**config.mk**
```make
export PLATFORM = sky130hd
export DESIGN_NAME = ctvs_cell
export DESIGN_NICKNAME = d
export VERILOG_FILES = /design/src/rtl/ctvs_pkg.sv /design/src/rtl/ctvs_cell.sv
export SDC_FILE = /design/constraint.sdc
export NUM_CORES = 1
export LEC_CHECK = 0
export BUFFER_PORTS_ARGS = -buffer_cell sky130_fd_sc_hd__buf_2
export CAP_MARGIN = 20
export CORE_ASPECT_RATIO = 0.9
export CORE_UTILIZATION = 55
export CTS_CLUSTER_DIAMETER = 40
export DETAILED_ROUTE_END_ITERATION = 10
export PLACE_DENSITY = 0.84
export SYNTH_ARGS = -nofsm -noshare
export SYNTH_HDL_FRONTEND = slang
export SYNTH_SLANG_ARGS = --single-unit
```
**constraint.sdc**
```tcl
create_clock -name clk_i -period 3.6 [get_ports clk_i]
set_input_delay 0.72 -clock clk_i [delete_from_list [all_inputs] [get_ports clk_i]]
set_output_delay 0.72 -clock clk_i [all_outputs]
set_load 0.05 [all_outputs]
```
**src/rtl/ctvs_pkg.sv**
```systemverilog
package ctvs_pkg;

  localparam int unsigned ElemW  = 16;
  localparam int unsigned AccW   = 48;
  localparam int unsigned ScoreW = 16;

  typedef enum logic [1:0] {
    OP_LOAD  = 2'd0,
    OP_QUERY = 2'd1,
    OP_CLEAR = 2'd2,
    OP_NONE  = 2'd3
  } op_e;

  typedef enum logic [0:0] {
    CFG_DIM  = 1'b0,
    CFG_TOPK = 1'b1
  } cfg_idx_e;

  // Top level control states.
  typedef enum logic [2:0] {
    S_IDLE, S_NORM, S_QNORM, S_DOT, S_DIV, S_DRAIN, S_OUT, S_EMPTY
  } state_e;

  // Square-root/divide unit states.
  typedef enum logic [2:0] {
    D_IDLE, D_SQ1, D_SQ2, D_MUL, D_DIV, D_FIN
  } dstate_e;

  typedef struct packed {
    logic [1:0]        op;
    logic signed [15:0] value;
    logic              last_of_vector;
  } in_word_t;

  typedef struct packed {
    logic [5:0]         entry_index;
    logic signed [15:0] score;
    logic               last_result;
    logic               status;
  } out_word_t;

  // Candidate traveling along the ranking chain.
  typedef struct packed {
    logic               vld;
    logic [11:0]        idx;
    logic signed [15:0] score;
  } cand_t;

endpackage

```
**src/rtl/ctvs_cell.sv**
```systemverilog
// One ranking cell: keeps the better candidate, hands the other on next step.
module ctvs_cell import ctvs_pkg::*; (
  input  logic  clk_i,
  input  logic  rst_ni,
  input  logic  clr_i,
  input  logic  shift_i,
  input  cand_t cand_i,
  output cand_t cand_o,
  output cand_t held_o
);

  cand_t held_q;
  cand_t pass_q;
  logic  take;

  // higher score wins; on equal scores the lower index wins
  assign take = cand_i.vld &&
                (!held_q.vld || cand_i.score > held_q.score ||
                 (cand_i.score == held_q.score && cand_i.idx < held_q.idx));

  always_ff @(posedge clk_i or negedge rst_ni) begin
    if (!rst_ni) begin
      held_q <= '0;
      pass_q <= '0;
    end else if (clr_i) begin
      held_q.vld <= 1'b0;
      pass_q.vld <= 1'b0;
    end else if (shift_i) begin
      if (take) begin
        held_q <= cand_i;
        pass_q <= held_q;
      end else begin
        pass_q <= cand_i;
      end
    end
  end

  assign cand_o = pass_q;
  assign held_o = held_q;

endmodule

```
==> impl_metrics.env <==
export IMPL_max_freq_mhz=355
export IMPL_synth_fp_nets=351
export IMPL_ant_nets=0
export IMPL_dp_hpwl_um=4680
export IMPL_clockBufferDepth=2
export IMPL_fin_nets=445
export IMPL_grt_max_degree=57
export IMPL_powerDensity_mw_per_mm2=856
export IMPL_ys_flop_type="dfrtp_1"
export IMPL_synth_most_common_cell="dfrtp_1"
export IMPL_crit_slowest_cell="o41ai_2"
export IMPL_clk_pin_slew_worst_paths_ps=60
export IMPL_worst_setup_path_end_kind="flip-flop"
export IMPL_path_buf_inv=1
export IMPL_n_antenna_cell=0
export IMPL_wl_per_cell_um=14.9
export IMPL_die_area_sq_mm=0.00609
export IMPL_overflow=0
export IMPL_max_stage_delay_ps=520
export IMPL_cts_tree="done"
export IMPL_critPathKind="in -> reg"
export IMPL_comb_power_share=0.507
export IMPL_worst_clock_skew_ps=6.50
export IMPL_ys_warn_count=0
export IMPL_gp_congestion=0.763
export IMPL_crit_arrival_ps=3040
export IMPL_cts_sinks=58
export IMPL_port_buffers=90
export IMPL_final_layout_size_suffix_gt1_frac=0.360
export IMPL_synth_area_leader_cell="dfrtp_1"
export IMPL_worstHoldPathType="in -> async"
export IMPL_seq_area_frac_synth=0.457
export IMPL_p_int_w=0.00172
export IMPL_viasPerCell=5.37
export IMPL_worst_pin_slew_ps=551
export IMPL_vdd_drop_max_mv=0.581
export IMPL_switching_share=0.480
export IMPL_track_usage=0.247
export IMPL_cp_start_kind="primary input"
export IMPL_cts_hold_buf=0
export IMPL_p_leak_nw=2.01
export IMPL_die_w_um=82.1
export IMPL_drc=0
export IMPL_grt_pass1_wl_um=11000
export IMPL_vias=2448
export IMPL_avgSynthCellArea_sq_um=10.9
export IMPL_routed_wl_um=6800
export IMPL_crit_family="simple AND/OR/NAND/NOR gates"
export IMPL_syn_inst=291
export IMPL_hold_viol_final=0
export IMPL_fin_crit_sh=0.782
export IMPL_crit_fanout=28
export IMPL_first_pass_iters=4
export IMPL_synth_top_cells_by_count="dfrtp_1, a21oi_1, nor2_1, inv_1, mux2i_1"
export IMPL_synth_top_area_frac=0.457
export IMPL_switchingPower_w=0.00159
export IMPL_max_slew_margin=0.633
export IMPL_cts_resized=0
export IMPL_finalCriticalPeriod_ps=2810
export IMPL_setup_tns_ps=0
export IMPL_clkLatencyLatePin_ps=350
export IMPL_rsz0062_at_grt="no"
export IMPL_ios=91
export IMPL_cts_buffers_inserted=9
export IMPL_synth_cell_types=27
export IMPL_grt_antenna_before_repair=0
export IMPL_synth_area_leaders="dfrtp_1, ha_1, mux2_2, mux2i_1, a21oi_1"
export IMPL_maxCapViolations=0
export IMPL_h_tree_depth=3
export IMPL_area_delta_synth_final_pct=21.8
export IMPL_outcome="completed"
export IMPL_multi_input_area_sq_mm=0.00153
export IMPL_post_cts_buffers=0
export IMPL_power_w=0.00331
export IMPL_path_cells="buf_2 -> ha_1 -> nand4_1 -> o41ai_2 -> nor2_1 -> a21oi_1 -> nand3_2 -> nand2_4 -> mux2_2"
export IMPL_drv_slew=0
export IMPL_grt_pass1_vias=2366
export IMPL_crit_required_ps=3830
export IMPL_p_clk_frac=0.187
export IMPL_register_area_sq_mm=0.00145
export IMPL_fillCellCount=406
export IMPL_detail_route_iter0_violations=84
export IMPL_core_sq_mm=0.00541
export IMPL_ys_seq_elements=58
export IMPL_die_y_um=74.1
export IMPL_pwr_share_seq=0.306
export IMPL_start_util=0.588
export IMPL_rows=25
export IMPL_synth_edf_count=0
export IMPL_cts_root_buf="clkbuf_8"
export IMPL_setup_viol=0
export IMPL_netlist_area_sq_mm=0.00318
export IMPL_async_flop_share=1.00
-- state kept, by name, summed over array words and instances, names as in the netlist --
signal and count:
held_o 29, cand_o 29
-- worst reg2reg max path, cell delays in order, from the launching register on --
cell	delay [ps]
dfrtp_1	380
inv_1	60
ha_1	320
nand4_1	220
o41ai_2	520
nor2_1	80
a21oi_1	200
nand3_2	130
nand2_4	330
mux2_2	400
-- logic make-up after synthesis --
family / share of synthesized area
DFF: 0.457
muxes: 0.190
and+or+nand+nor: 0.0866
AOI/OAI and AO/OA: 0.0945
buffers and inverters: 0.0657
adders and majority gates: 0.106
-- worst paths after layout --
check	start	slack (ps)	end	cells past startpoint
hold / removal	rst_ni	210	cand_o[9]	1
hold reg to reg	cand_o[18]	520	cand_o[18]	2
min in group clk_i	cand_o[18]	520	cand_o[18]	2
setup / recovery	cand_i[11]	790	held_o[7]	9
max in group asynchronous	rst_ni	2680	held_o[14]	3
setup reg to reg	held_o[11]	840	held_o[7]	9
-- cell type report --
type / count / share of cell area
multi-input combinational: 192 / 0.394
inverter: 30 / 0.0291
sequential: 58 / 0.375
timing repair buffer: 94 / 0.127
clock buffer: 13 / 0.0436
clock inverter: 2 / 0.00905
tap: 67 / 0.0217
-- metrics by stage --
stage          setup WS [ps]   util  hold WS, ps  cells  area (sq um)
2_1_floorplan            850      -          424    291          3180
3_3_place_gp             539  0.674          503    440          3650
3_5_place_dp             468  0.674          512    440          3650
4_1_cts                  800  0.712          526    455          3850
5_1_grt                  627  0.715          210    456          3870
6_report                 786  0.715          209    456          3870
-- power groups by stage --
stage | clock network [W] | registers (W) | logic [W]
floorplan | 0 | 0.00172 | 0.000610
global placement | 0 | 0.00101 | 0.00164
detailed placement | 0 | 0.00102 | 0.00167
CTS | 0.000634 | 0.00101 | 0.00169
global route | 0.000655 | 0.00104 | 0.00181
finish | 0.000619 | 0.00101 | 0.00168
-- layout by cell type, fill, tap and decap left out, types with 2 or more instances in the layout --
| cell | netlist | layout |
|---|---|---|
| a211oi_1 | 5 | 5 |
| a21o_1 | 2 | 2 |
| mux2i_1 | 29 | 29 |
| o21ai_0 | 4 | 4 |
| clkbuf_8 | 0 | 12 |
| mux2_2 | 27 | 27 |
| a21oi_1 | 37 | 37 |
| buf_4 | 0 | 3 |
| dfrtp_1 | 58 | 58 |
| nand2_1 | 4 | 4 |
| nor2b_1 | 5 | 4 |
| nor4_1 | 2 | 2 |
| nor2_1 | 35 | 35 |
| inv_1 | 30 | 30 |
| nand4_1 | 5 | 5 |
| buf_2 | 0 | 90 |
| ha_1 | 27 | 27 |
-- per-layer routing --
layer | global-route usage | part of all wire
met4 | 0.107 | 0.014
met3 | 0.0883 | 0.055
met5 | 0 | 0
met2 | 0.379 | 0.47
met1 | 0.314 | 0.46
Power figures use the tool's default switching activity.
