**src/rtl/ctvs_pkg.sv**
```systemverilog
package ctvs_pkg;

  localparam int unsigned ElemW  = 16;
  localparam int unsigned AccW   = 48;
  localparam int unsigned ScoreW = 16;

  typedef enum logic [1:0] {
    OP_LOAD  = 2'd0,
    OP_QUERY = 2'd1,
    OP_CLEAR = 2'd2,
    OP_NONE  = 2'd3
  } op_e;

  typedef enum logic [0:0] {
    CFG_DIM  = 1'b0,
    CFG_TOPK = 1'b1
  } cfg_idx_e;

  // Top level control states.
  typedef enum logic [2:0] {
    S_IDLE, S_NORM, S_QNORM, S_DOT, S_DIV, S_DRAIN, S_OUT, S_EMPTY
  } state_e;

  // Square-root/divide unit states.
  typedef enum logic [2:0] {
    D_IDLE, D_SQ1, D_SQ2, D_MUL, D_DIV, D_FIN
  } dstate_e;

  typedef struct packed {
    logic [1:0]        op;
    logic signed [15:0] value;
    logic              last_of_vector;
  } in_word_t;

  typedef struct packed {
    logic [5:0]         entry_index;
    logic signed [15:0] score;
    logic               last_result;
    logic               status;
  } out_word_t;

  // Candidate traveling along the ranking chain.
  typedef struct packed {
    logic               vld;
    logic [11:0]        idx;
    logic signed [15:0] score;
  } cand_t;

endpackage

```
**src/rtl/ctvs_div.sv**
```systemverilog
// Sequential unit: isqrt(qn), isqrt(en), product, then restoring divide.
module ctvs_div import ctvs_pkg::*; (
  input  logic                     clk_i,
  input  logic                     rst_ni,
  input  logic                     start_i,
  input  logic [AccW-1:0]          qn_i,
  input  logic [AccW-1:0]          en_i,
  input  logic [AccW-1:0]          dot_i,
  input  logic                     zero_i,
  output logic                     done_o,
  output logic signed [ScoreW-1:0] score_o
);

  dstate_e st_q, st_d;
  logic [AccW-1:0] n_q, n_d, r_q, r_d, bit_q, bit_d;
  logic [23:0]     sa_q, sa_d;
  logic [AccW-1:0] den_q, den_d;
  logic [AccW+15:0] num_q, num_d;
  logic [AccW+15:0] rem_q, rem_d;
  logic [AccW+15:0] quo_q, quo_d;
  logic [6:0]      cnt_q, cnt_d;
  logic            neg_q, neg_d, zero_q, zero_d;
  logic signed [ScoreW-1:0] sc_q, sc_d;
  logic            done_q, done_d;
  logic [AccW-1:0] mag;
  logic [AccW+15:0] rs;

  assign mag = dot_i[AccW-1] ? (~dot_i + 1'b1) : dot_i;
  assign done_o  = done_q;
  assign score_o = sc_q;

  always_ff @(posedge clk_i or negedge rst_ni) begin
    if (!rst_ni) begin
      st_q <= D_IDLE;
      done_q <= 1'b0;
    end else begin
      st_q <= st_d;
      done_q <= done_d;
    end
  end

  always_ff @(posedge clk_i) begin
    n_q <= n_d; r_q <= r_d; bit_q <= bit_d; sa_q <= sa_d; den_q <= den_d;
    num_q <= num_d; rem_q <= rem_d; quo_q <= quo_d; cnt_q <= cnt_d;
    neg_q <= neg_d; zero_q <= zero_d; sc_q <= sc_d;
  end

  always_comb begin
    st_d = st_q; n_d = n_q; r_d = r_q; bit_d = bit_q; sa_d = sa_q;
    den_d = den_q; num_d = num_q; rem_d = rem_q; quo_d = quo_q;
    cnt_d = cnt_q; neg_d = neg_q; zero_d = zero_q; sc_d = sc_q;
    done_d = 1'b0;
    rs = '0;
    case (st_q)
      D_IDLE: begin
        if (start_i) begin
          zero_d = zero_i || (qn_i == '0) || (en_i == '0);
          neg_d  = dot_i[AccW-1];
          num_d  = {1'b0, mag, 15'd0};
          n_d    = qn_i;
          r_d    = '0;
          bit_d  = {2'b01, {(AccW-2){1'b0}}};
          cnt_d  = 7'd0;
          st_d   = D_SQ1;
        end
      end
      D_SQ1, D_SQ2: begin
        if (bit_q != '0) begin
          if (n_q >= r_q + bit_q) begin
            n_d = n_q - (r_q + bit_q);
            r_d = (r_q >> 1) + bit_q;
          end else begin
            r_d = r_q >> 1;
          end
          bit_d = bit_q >> 2;
        end else if (st_q == D_SQ1) begin
          sa_d  = r_q[23:0];
          n_d   = en_i;
          r_d   = '0;
          bit_d = {2'b01, {(AccW-2){1'b0}}};
          st_d  = D_SQ2;
        end else begin
          st_d = D_MUL;
        end
      end
      D_MUL: begin
        den_d = {24'd0, sa_q} * {24'd0, r_q[23:0]};
        rem_d = '0;
        quo_d = '0;
        cnt_d = 7'd0;
        st_d  = D_DIV;
      end
      D_DIV: begin
        rs = {rem_q[AccW+14:0], num_q[AccW+15]};
        num_d = num_q << 1;
        if (rs >= {16'd0, den_q}) begin
          rem_d = rs - {16'd0, den_q};
          quo_d = {quo_q[AccW+14:0], 1'b1};
        end else begin
          rem_d = rs;
          quo_d = {quo_q[AccW+14:0], 1'b0};
        end
        cnt_d = cnt_q + 7'd1;
        if (cnt_q == 7'(AccW + 15)) st_d = D_FIN;
      end
      D_FIN: begin
        if (zero_q || den_q == '0) sc_d = '0;
        else if (neg_q) sc_d = (quo_q >= 64'd32768) ? 16'sh8000 : -$signed(quo_q[15:0]);
        else sc_d = (quo_q >= 64'd32767) ? 16'sh7fff : $signed(quo_q[15:0]);
        done_d = 1'b1;
        st_d = D_IDLE;
      end
      default: st_d = D_IDLE;
    endcase
  end

endmodule

```
**config.mk**
```make
export PLATFORM = sky130hd
export DESIGN_NAME = ctvs_div
export DESIGN_NICKNAME = d
export VERILOG_FILES = /design/src/rtl/ctvs_pkg.sv /design/src/rtl/ctvs_div.sv
export SDC_FILE = /design/constraint.sdc
export NUM_CORES = 2
export LEC_CHECK = 0
export BUFFER_PORTS_ARGS = -buffer_cell sky130_fd_sc_hd__buf_2
export CAP_MARGIN = 20
export CORE_ASPECT_RATIO = 0.6
export CORE_MARGIN = 2
export CORE_UTILIZATION = 33
export CTS_CLUSTER_SIZE = 20
export DETAILED_ROUTE_END_ITERATION = 8
export GPL_TIMING_DRIVEN = 0
export SLEW_MARGIN = 0
export SYNTH_ARGS = -nofsm -noshare
export SYNTH_HDL_FRONTEND = slang
export SYNTH_SLANG_ARGS = --single-unit
```
**constraint.sdc**
```tcl
create_clock -name clk_i -period 22.7 [get_ports clk_i]
set_clock_uncertainty 0.05 [all_clocks]
set_input_delay 4.54 -clock clk_i [delete_from_list [all_inputs] [get_ports clk_i]]
set_output_delay 4.54 -clock clk_i [all_outputs]
set_load 0.05 [all_outputs]
```
==> reports/metrics.yaml <==
gpl.final_weighted_congestion: 1.026
synth_largest_area_cell: "sky130_fd_sc_hd__edfxtp_1"
ctsHoldBuffers: 0
timing.max_cap.violations: 0
timing.critical_path.max_delay_family: "adder cells"
first_global_vias: 37598
final_antenna_net_count: 0
min_path_cells: 0
tritoncts_num_sinks: 397
power.sequential.fraction_pct: 51.8
cell_int_power_w: 0.001174
yosysUniqueCellTypes: 80
synth_area_leaders: "sky130_fd_sc_hd__edfxtp_1, sky130_fd_sc_hd__fa_1, sky130_fd_sc_hd__ha_1"
boundaryPins: 165
cp_cell_sequence: "clkbuf_1 -> clkbuf_1 -> nand2_1 -> fa_1 -> fa_1 -> inv_1 -> fa_1 -> fa_1 -> fa_1 -> fa_1 -> inv_1 -> fa_1 -> inv_1 -> ha_1 -> nand2_1 -> o211ai_1 -> o21ai_1 -> o21ai_0 -> a311o_1 -> a21oi_1 -> o31ai_1 -> xor2_1"
mapped_avg_cell_area_um2: 9.087
yosys.cell_count.top_type: "sky130_fd_sc_hd__nand2_1"
regToRegSetupSlack_ns: 12.65
nets: 6212
number_of_levels_in_the_clock_h_tree: 2
post_cts_resize_count: 0
cp_common_cell: "sky130_fd_sc_hd__fa_1"
antenna_found_initial: 19
worst_r2r_path_depth: 22
cts_setup_buffers: 0
critPathSlowestCell: "sky130_fd_sc_hd__clkbuf_1"
hpwl_um: 136500
cts_root_buffer: "sky130_fd_sc_hd__clkbuf_16"
fin_crit_sh_pct: 44.26
grt_pass1_wl_um: 247500
clock_tree_from_tritoncts: "built"
vdd_drop_max_uv: 39.17
timing.critical_path.from_type: "register"
clk_pin_slew_worst_paths_ns: 0.07
syn_area_um2: 45750
vias_per_cell: 5.476
yosys.area.top_type_share_pct: 25.79
via_count: 38955
synthesis.nets: 5991
cts_bufs_inserted: 38
maxSlewHeadroom_pct: 20.70
r2r_start: "r_q[23]$_SDFFCE_PN0P_"
wirelength_um: 166500
share_clk_of_total_power_pct: 45.2
drt-pass1-iter-count: 6
worstMarginPinSlew_ns: 1.190
worst_hold_path_type: "reg -> reg"
p_comb_share_pct: 3.1
grt_remaining_overflow: 0
final.setup.tns_ns: 0
postSynthRegisterBits: 397
critPathMaxFanout: 10
die_height_um: 292.4
ys_seq_area_share_pct: 26.01
core_area_um2: 137200
synth_flop_cell: "sky130_fd_sc_hd__edfxtp_1"
floorplan.initialDensity_pct: 33.36
io_buffers: 164
total_switching_power_w: 0.0003589
slew_viol_final: 0
insertion_delay_of_the_later_clocked_pin_in_the_worst_skew_pair_ns: 0.60
critical_path.n_buffers_inverters: 5
timing.hold.worst.start: "r_q[12]$_SDFFCE_PN0P_"
cp_slowest_stage_delay_ns: 0.91
crit_path_end_kind: "register"
drive_above_1_share_pct: 5.809
leakagePower_nw: 22.42
clockBufferDepth: 3
synthCells: 5035
status: "finished clean"
dieArea_um2: 141700
hold_ep: "sa_q[12]$_DFFE_PP_"
max_clock_freq_mhz: 99.53
timing.final.hold_violations: 0
post_synth_edffs: 393
grt.total_usage_pct: 23.06
grt_max_degree: 38
setup_viol: 0
final_core_util_pct: 36.82
timing.critical_path.required_ns: 22.97
grt_setup_unrepaired: "false"
synth-async-reset-ratio_pct: 1.008
drt_iter0_drc: 4549
power_per_cell_area_nw_per_um2: 30.35
synthesis.yosys.warnings: 0
wl_per_cell_um: 23.40
power_switching_share_pct: 23.41
route.detailed.drc: 0
yosys-top-cells-count: "sky130_fd_sc_hd__nand2_1, sky130_fd_sc_hd__inv_1, sky130_fd_sc_hd__fa_1"
area.growth.synth_to_final_pct: 10.38
path_class: "reg -> reg"
worst-endpoint-arrival_ns: 10.32
die_width_um: 484.7
rows: 105
endpoint_of_the_worst_slack_reg_to_reg_timing_path: "den_q[46]$_DFFE_PN_"
min_period_ns: 10.05
## through the flow
step	hold slack [ns]	area [µm²]	total power, W	setup slack (ns)	std cells
after floorplan	0.4050	45750	0.0008256	11.96	5035
after global placement	0.4290	48850	0.0008553	7.180	7018
after detailed placement	0.4291	49190	0.0008555	12.85	7034
after CTS	0.4478	50460	0.001541	12.79	7103
after global routing	0.4557	50490	0.001571	12.42	7109
final	0.4484	50500	0.001533	12.65	7114
## routing by layer
metal  global-route usage [%]  vias up  wire length [µm]
li1                         -    17417                 -
met1                    37.49    19400             82520
met2                    28.93     1967             60170
met3                    8.116      163             21890
met4                    2.470        8              1835
met5                        0        -                53
## final cells by class
class                      count  area (µm²)
antenna                       10       25.02
buffer                       256       984.7
clock buffer                  40       958.4
clock inverter                29       317.8
fill                       14049       86650
inverter                     645        2421
multi-input combinational   3737       30490
sequential                   397       11900
tap                         1819        2276
timing repair buffer         181        1127
## kinds of logic (layout without fill, tap and decap cells)
| family | after synthesis | count (layout) | share of synthesized area, % |
|---|---|---|---|
| muxes | 6 | 6 | 0.1313 |
| buffers and inverters | 901 | 1151 | 7.444 |
| other | 0 | 10 | 0 |
| xor gates and xnor gates | 266 | 266 | 5.092 |
| AOI/OAI and AO/OA | 967 | 967 | 13.19 |
| adders and majority gates | 808 | 808 | 30.04 |
| and+or+nand+nor | 1690 | 1690 | 18.10 |
| DFF | 397 | 397 | 26.01 |
## layout by cell type (no fill, tap or decap), types with 23 or more instances in the layout
| cell | count |
|---|---|
| sky130_fd_sc_hd__a211oi_1 | 49 |
| sky130_fd_sc_hd__a21o_1 | 89 |
| sky130_fd_sc_hd__a21oi_1 | 299 |
| sky130_fd_sc_hd__a31o_2 | 23 |
| sky130_fd_sc_hd__a31oi_1 | 58 |
| sky130_fd_sc_hd__and2_1 | 318 |
| sky130_fd_sc_hd__and3_1 | 94 |
| sky130_fd_sc_hd__buf_2 | 172 |
| sky130_fd_sc_hd__clkbuf_1 | 229 |
| sky130_fd_sc_hd__clkbuf_16 | 38 |
| sky130_fd_sc_hd__edfxtp_1 | 393 |
| sky130_fd_sc_hd__fa_1 | 484 |
| sky130_fd_sc_hd__ha_1 | 324 |
| sky130_fd_sc_hd__inv_1 | 644 |
| sky130_fd_sc_hd__nand2_1 | 644 |
| sky130_fd_sc_hd__nand3_1 | 48 |
| sky130_fd_sc_hd__nand4_1 | 63 |
| sky130_fd_sc_hd__nor2_1 | 269 |
| sky130_fd_sc_hd__nor2b_1 | 27 |
| sky130_fd_sc_hd__nor3_1 | 50 |
| sky130_fd_sc_hd__nor4_1 | 63 |
| sky130_fd_sc_hd__o211ai_1 | 26 |
| sky130_fd_sc_hd__o21a_1 | 29 |
| sky130_fd_sc_hd__o21ai_0 | 225 |
| sky130_fd_sc_hd__o21bai_1 | 42 |
| sky130_fd_sc_hd__o31ai_1 | 26 |
| sky130_fd_sc_hd__or3_1 | 32 |
| sky130_fd_sc_hd__xnor2_1 | 143 |
| sky130_fd_sc_hd__xor2_1 | 123 |
## how the worst max path moves through the flow
stage | start | end | slack (ns) | cells past startpoint
floorplan | st_q[0]$_DFFE_PN0P_ | cnt_q[0]$_SDFFCE_PN0P_ | 11.96 | 4
global placement | st_q[2]$_DFFE_PN0P_ | cnt_q[3]$_SDFFCE_PN0P_ | 7.18 | 3
detailed placement | r_q[23]$_SDFFCE_PN0P_ | den_q[46]$_DFFE_PN_ | 12.85 | 22
CTS | r_q[23]$_SDFFCE_PN0P_ | den_q[46]$_DFFE_PN_ | 12.79 | 22
global route | r_q[23]$_SDFFCE_PN0P_ | den_q[46]$_DFFE_PN_ | 12.42 | 22
finish | r_q[23]$_SDFFCE_PN0P_ | den_q[46]$_DFFE_PN_ | 12.65 | 22
## power by group through the flow
stage	combinational, W	clock, W	sequential, W
3_5_place_dp	0.0000455	0	0.000810
2_1_floorplan	0.0000156	0	0.000810
5_1_grt	0.0000496	0.000729	0.000793
3_3_place_gp	0.0000453	0	0.000810
4_1_cts	0.0000458	0.000701	0.000794
6_report	0.0000471	0.000692	0.000794
## flip-flops by register name, indices dropped and copies added, names as in the netlist
name	flops
neg_q	1
score_o	16
done_o	1
rem_q	63
zero_q	1
st_q	3
bit_q	24
num_q	49
sa_q	24
den_q	48
quo_q	64
cnt_q	7
n_q	48
r_q	48
No activity file was read; power rests on OpenSTA's default activity.
